### config.mk
export PLATFORM = sky130hd
export DESIGN_NAME = mf3_ram
export DESIGN_NICKNAME = d
export VERILOG_FILES = /design/src/mf3_ram.sv
export SDC_FILE = /design/constraint.sdc
export NUM_CORES = 1
export LEC_CHECK = 0
export BUFFER_PORTS_ARGS = -buffer_cell sky130_fd_sc_hd__buf_2
export CAP_MARGIN = 10
export CORE_MARGIN = 5
export CORE_UTILIZATION = 33
export DETAILED_ROUTE_END_ITERATION = 8
export GPL_TIMING_DRIVEN = 0
export PLACE_DENSITY = 0.47
export RECOVER_POWER = 25
export SETUP_SLACK_MARGIN = 0.02
export SYNTH_ARGS = -nofsm -noshare
export SYNTH_HDL_FRONTEND = slang
export SYNTH_SLANG_ARGS = --single-unit
### constraint.sdc
create_clock -name clk -period 4.99 [get_ports clk]
set_input_delay 1.2475 -clock clk [delete_from_list [all_inputs] [get_ports clk]]
set_output_delay 1.2475 -clock clk [all_outputs]
set_load 0.005 [all_outputs]
### src/mf3_ram.sv
// Generic single-clock RAM with one write port and one registered read port.
// No dependencies.
`timescale 1ns / 1ps

module mf3_ram #(
    parameter int WIDTH = 8,
    parameter int DEPTH = 16
) (
    input  logic                     clk,
    input  logic                     wr_en,
    input  logic [$clog2(DEPTH)-1:0] wr_addr,
    input  logic [WIDTH-1:0]         wr_data,
    input  logic                     rd_en,
    input  logic [$clog2(DEPTH)-1:0] rd_addr,
    output logic [WIDTH-1:0]         rd_data
);

    logic [WIDTH-1:0] mem_reg [DEPTH];

    // Write port.
    always_ff @(posedge clk)
    begin
        if (wr_en)
        begin
            mem_reg[wr_addr] <= wr_data;
        end
    end

    // Registered read port; data holds while rd_en is low.
    always_ff @(posedge clk)
    begin
        if (rd_en)
        begin
            rd_data <= mem_reg[rd_addr];
        end
    end

endmodule
After elaboration in Yosys (flattened, before gate mapping)
Memory sizes are Yosys's and may differ from the RTL's. A register that Yosys moved wholly into a read port is not among the register bits.
Cells that the tools add are included.
- multiplexer cells: 2
- operator list (operator ; number):
    2-to-1 mux 1 bit ; 2
- memories kept: 1
- output and inout port bits: 8
- bits of input ports: 19
- bits in registers: 0
- RAM bits: 128
- memory list (name ; words ; bits a word ; rd ports ; clocked after memory_dff ; wr ports ; line ; RTL):
    mem_reg ; 16 ; 8 ; 1 ; 1 ; 1 ; 18 ; logic [WIDTH-1:0] mem_reg [DEPTH];

Depth between registers and ports, before layout
Gate-level depths: netlist of the first run.
- depth after elaboration: 2
- mapped depth: 5
- gate-level depth less buffers: 3

Worst setup path before layout of the first run
Ideal clock, no wire load.
- kind: input -> register
- from: input port wr_addr[2]
- to: memory mem_reg[0][0], enable pin
- arrival time: 2.357 ns
- path slack: 2.250 ns
- setup time: 0.383 ns
- stages on the path: 2
- buffers on the path: 0
- data required time: 4.607 ns
- path through: or3b_2 -> nor3_1
- RTL lines (element ; line ; RTL):
    start: declaration ; 11 ; input logic [$clog2(DEPTH)-1:0] wr_addr,
    end: declaration ; 18 ;
Straight into the memory's write port.

Worst setup path in the final report of the first run
- from: input port wr_addr[2]
- to: memory mem_reg[0][2], enable pin
Straight into the memory's write port.

==> impl_metrics.tcl, run 1 <==
set metrics [dict create \
    synthDistinctLibCells 18 \
    synth_top_family_by_area "multiplexers" \
    synthSimpleGateAreaFrac_pct 3.14 \
    synth_mux_area_share_pct 14.8 \
    rsz0062_at_grt "no" \
    worst_setup_path_start_kind "input pin" \
    ant_nets 0 \
    max-vdd-ir-drop_mv 0.248 \
    finalCritPeriodShare_pct 54.3 \
    end_kind "flip-flop" \
    place_ws_ps 1840 \
    reg2reg_depth 3 \
    utilization_pct 39.1 \
    antenna_found_initial 0 \
    fmax_mhz 369 \
    min_path_cells 3 \
    met3_length_um 404 \
    rrSetupSlack_ps 3430 \
    grt_max_degree 17 \
    drive_gt1_share_pct 25.9 \
    p_leak_uw 0.00201 \
    drc_errors 0 \
    slew_headroom_pct 40.5 \
    h-tree-depth 4 \
    hold_viol 0 \
    row_count 46 \
    cts_buffers 17 \
    cts_buffer_depth 2 \
    met1_length_um 4940 \
    io_pins 27 \
    crit_required_ps 5100 \
    root_buffer "clkbuf_16" \
    die_h_um 136 \
    wl_met2_um 5230 \
    synth_adder_area_share_pct 0 \
    drtIter0Drc 203 \
    hold_start "mem_reg[10][3]" \
    syn_area_um2 5230 \
    synth_compound_area_share_pct 2.30 \
    status "completed" \
    grtUsageTotal_pct 12.5 \
    mostFrequentLayoutCell "edfxtp_1" \
    post_synth.cell_area_avg_um2 22.8 \
    dp_hpwl_um 6950 \
    first_pass_iters 4 \
    antenna_cells 0 \
    synth_xor_area_share_pct 0 \
    fillers 1417 \
    cts_sinks 136 \
    via_per_inst 4.74 \
    avgRoutedWirePerCell_um 21.3 \
    hold_path.class "reg2reg" \
    gr-total-overflow 0 \
    portBuffers 25 \
    largest_register_ffs 128 \
    first_global_vias 2480 \
    grt_pass1_wl_um 15800 \
    post_cts_buffers 0 \
    synth-seq-area-share_pct 78.1 \
    top_layer "met4" \
    critPathKind "in2reg" \
    p_per_area_nw_per_um2 405 \
    ys_warn_count 0 \
    fin_crit_ps 2710 \
    cap_violations 0 \
    dieArea_um2 18500 \
    drv_slew 0 \
    cts.repair.resized 0 \
    cts_tree "yes" \
    syn_nets 248 \
    core_um2 15700 \
    place_congestion 0.670 \
    clkTransAtPathRegs_ps 50 \
    fin_skew_ps 6.85 \
    worstSkewPairLatency_ps 400 \
    syn-instance-count 229 \
    nNetsFinal 296 \
    regToRegEndpoint "rd_data[0]" \
    final_cell_mix "136 x edfxtp_1, 26 x buf_2, 18 x mux4_2, 17 x clkbuf_16, 16 x a22oi_1" \
    yosys_register_bits 136 \
    min_to "rd_data[3]" \
    worst-path-max-fanout 5 \
    r2r_start "mem_reg[5][0]" \
    cp.arrival_ps 2820 \
    areaGrowthSynthToFinish_pct 17.4 \
    fin_ws_ps 2280 \
    tns_ps 0 \
    start_util_pct 33.3 \
    num_vias 2378 \
    wl_um 10700 \
    ctsHoldBuffers 0 \
    worst_pin_slew_ps 890 \
    finalSetupViolCount 0 \
    die_w_um 136 \
]
-- cell type report --
class	count	area, µm²	share of cell area (%)
Buffer	10	86.3	1.41
Clock buffer	20	437	7.12
Clock inverter	8	60.1	0.979
Multi-Input combinational cell	83	1060	17.2
Sequential cell	136	4080	66.6
Tap cell	216	270	4.40
Timing Repair Buffer	29	141	2.30
-- per-layer routing --
layer	GRT usage, %	up-vias
li1	-	1077
met1	17.2	1245
met2	18.8	50
met3	3.55	6
met4	4.87	0
met5	0	-
-- metrics by stage --
step / cell area, µm² / hold slack [ps] / power (µW) / cells
detailed placement: 5640 / 755 / 1440 / 473
floorplan: 5230 / 705 / 1380 / 229
global route: 6140 / 796 / 2580 / 502
CTS: 6140 / 767 / 2510 / 501
global placement: 5620 / 740 / 1440 / 470
finish: 6140 / 766 / 2490 / 502
-- cell usage after synthesis --
master / instances / area, µm²
mux4_2: 18 / 405
buf_2: 3 / 15.0
nor2_1: 13 / 48.8
a22oi_1: 16 / 120
nor2b_1: 1 / 6.26
nand2b_1: 2 / 12.5
nand3_1: 1 / 5.00
buf_6: 3 / 33.8
nand3b_1: 2 / 15.0
mux4_1: 14 / 368
and2_1: 1 / 6.26
nor3_1: 4 / 20.0
buf_4: 1 / 7.51
nand2_1: 9 / 33.8
or3b_2: 1 / 8.76
edfxtp_1: 136 / 4080
clkdlybuf4s25_2: 3 / 30.0
and2b_1: 1 / 7.51
-- worst max-delay path: stages --
cell and delay, ps:
buf_2 120, or3b_2 520, nor3_1 660, buf_4 280
-- worst max path at each step --
stage,from,to,slack [ps],cells past startpoint
after floorplan,wr_addr[2],mem_reg[0][0],2250,2
after detailed placement,wr_addr[2],mem_reg[0][3],1840,4
final,wr_addr[2],mem_reg[0][2],2280,4
after CTS,wr_addr[2],mem_reg[0][2],2270,4
after global routing,wr_addr[2],mem_reg[0][2],2180,4
after global placement,wr_addr[2],mem_reg[0][4],1610,3
-- logic make-up (layout without fill, tap and decap cells) --
kind of cell | after synthesis | in the layout
flops | 136 | 136
simple gates | 35 | 35
mux | 32 | 32
compound gates | 16 | 16
buf+inv | 10 | 67
-- report_power, final --
part           internal (µW)  switching [µW]  leakage, µW
combinational           49.3            72.9     0.000526
sequential              1290            4.95      0.00124
clock                    662             408     0.000245
total                   2000             486      0.00201
No activity file was read; power rests on OpenSTA's default activity.
==> inputs of run 2 (changes only) <==
Settings changed: ABC_AREA set to 1.
Clock period 4.99 ns to 2.8 ns, I/O delays scaled along.
==> run 2 against run 1 <==
Net effect:
- non-clock buffer count grew 8
- sequential power grew 79%
- worst setup slack lost 1400 ps
- combinational power grew 140%
- clock-buffer cell count shrank 2
- first-iteration DRC count grew 65%
- total power grew 100%
- clock skew shrank 3.6 ps
- final cell count grew 66%
- clock power grew 130%
- critical path depth shrank 1
- routed wire length grew 41%
- critical path type unchanged
- critical endpoint is now mem_reg[7][3]
==> impl_metrics.tcl, run 2 <==
set metrics [dict create \
    status "completed" \
    largest_register_ffs 128 \
    cts.repair.resized 0 \
    final_cell_mix "173 x nand2_1, 136 x edfxtp_1, 100 x inv_1, 97 x nand3_1, 30 x buf_2" \
    dp_hpwl_um 9930 \
    worst_setup_path_start_kind "input pin" \
    max-vdd-ir-drop_mv 0.425 \
    h-tree-depth 4 \
    hold_path.class "in2reg" \
    synth_common_cells "173 x nand2_1, 136 x edfxtp_1, 100 x inv_1, 97 x nand3_1, 17 x nor2_1" \
    p_per_area_nw_per_um2 729 \
    avgRoutedWirePerCell_um 18.1 \
    seq_area_um2 4080 \
    cp.arrival_ps 1920 \
    via_per_inst 4.55 \
    synth-seq-area-share_pct 69.8 \
    yosysTopAreaCell "edfxtp_1" \
    cp_cell_sequence "buf_2 > nand3b_1 > nor2_1" \
    syn_area_um2 5850 \
    synthDistinctLibCells 11 \
    fmax_mhz 531 \
    grt_pass1_wl_um 22800 \
    critPathKind "in2reg" \
    ys_warn_count 0 \
    io_pins 27 \
    multi_input_area_um2 1210 \
    seq_power_share_pct 46.0 \
    grtUsageTotal_pct 15.5 \
    drive_gt1_share_pct 11.7 \
    num_vias 3784 \
    antenna_cells 0 \
    drc_errors 0 \
    syn-instance-count 551 \
    start_util_pct 33.7 \
    finalSetupViolCount 0 \
    mostFrequentLayoutCell "nand2_1" \
    clkTransAtPathRegs_ps 60 \
    slew_headroom_pct 31.3 \
    tns_ps 0 \
    place_congestion 0.798 \
    critPathSlowestCell "nor2_1" \
    root_buffer "clkbuf_16" \
    row_count 48 \
    dieArea_um2 20500 \
    fin_ws_ps 918 \
    post_cts_buffers 0 \
    ctsHoldBuffers 0 \
    wl_um 15000 \
    cts_sinks 136 \
    crit_required_ps 2830 \
    drv_slew 0 \
    worst_pin_slew_ps 1030 \
    first_global_vias 3690 \
    worstSkewPairLatency_ps 410 \
    drtIter0Drc 334 \
    gr-total-overflow 0 \
    async_reset_ff_share_pct 0 \
    cts_buffers 17 \
    nNetsFinal 612 \
    yosys_register_bits 136 \
    yosys-top-cells-area "edfxtp_1 70%, nand2_1 11%, nand3_1 8.3%, inv_1 6.4%, buf_6 1.2%" \
    first_pass_iters 5 \
    finalCritPeriodShare_pct 67.2 \
    swShare_pct 21.1 \
    die_h_um 143 \
    yosysMostFrequentCell "nand2_1" \
    fin_skew_ps 3.24 \
    fillers 1687 \
    die_w_um 143 \
    place_ws_ps 486 \
    p_int_uw 3950 \
    hold_viol 0 \
    worst-path-max-fanout 8 \
    p_clk_share_pct 48.1 \
    cts_tree "yes" \
    cpPeakStageDelay_ps 830 \
    core_um2 17400 \
    syn_nets 570 \
    portBuffers 23 \
    synthFlopType "edfxtp_1" \
    ant_nets 0 \
    cap_violations 0 \
    antenna_found_initial 0 \
    grt_max_degree 17 \
    yosys.area.top_type_share_pct 69.8 \
    post_synth.cell_area_avg_um2 10.6 \
    netSwitchingPower_uw 1060 \
    areaGrowthSynthToFinish_pct 17.5 \
    fin_crit_ps 1880 \
    end_kind "flip-flop" \
    p_leak_uw 0.00291 \
    rsz0062_at_grt "no" \
    synth_edf_count 136 \
    cts_buffer_depth 2 \
    power_frac_comb_pct 5.9 \
]
==> run 2: cell count changes in the layout (fill, tap and decap cells not counted), sizes merged, moves of 4 or more <==
cell / change
nand2: +164
inv: +103
nand3: +96
mux4: -32
a22oi: -16
buf: +10
bufinv: +4
nor2: +4
nor3: -4
==> run 2: layout make-up <==
type	instances	area share, %
plain buffers	24	2.42
clock buffers	18	6.25
clock inverters	14	2.97
inverters	102	5.57
multi-input cells	289	17.7
flip-flops and latches	136	59.5
well taps	225	4.10
repair buffers	23	1.57
==> run 2: cell families after synthesis <==
family,share of synthesized area [%]
buf+inv,9.39
flops,69.8
simple gates,20.8
==> run 2: metrics by stage <==
step	total power, µW	instance area, µm²	utilization [%]	cells	hold WS [ps]
after floorplan	2510	5850	-	551	683
after global placement	2640	6240	36.0	799	749
after detailed placement	2650	6240	36.0	799	753
after CTS	5050	6880	39.6	831	625
after global routing	5180	6870	39.6	831	730
final	5010	6870	39.6	831	715
==> run 2: worst max-delay path: cells and delay by family <==
family	cells	cell delay [ps]
buffers and inverters	1	120
AND/OR/NAND/NOR	2	1090
==> run 2: metal layers <==
metal	vias to the layer above	track usage, %	part of all wire, %
li1	1867	-	-
met1	1798	21.3	48
met2	106	24.3	47
met3	13	3.85	4.4
met4	0	4.95	1.5
met5	-	0	0
==> run 2: power groups by stage <==
stage | combinational (µW) | sequential (µW) | clock, µW
after global placement | 298 | 2350 | 0
after floorplan | 161 | 2350 | 0
after global routing | 329 | 2310 | 2540
after detailed placement | 300 | 2350 | 0
after CTS | 301 | 2310 | 2440
final | 296 | 2310 | 2410
==> run 2: worst paths after layout <==
check	start	to	slack, ps	cells past startpoint
hold reg to reg	mem_reg[12][5]	rd_data[5]	760	6
hold / removal	rd_en	rd_data[2]	710	1
setup reg to reg	mem_reg[0][1]	rd_data[1]	1600	6
setup / recovery	wr_addr[3]	mem_reg[7][3]	920	3
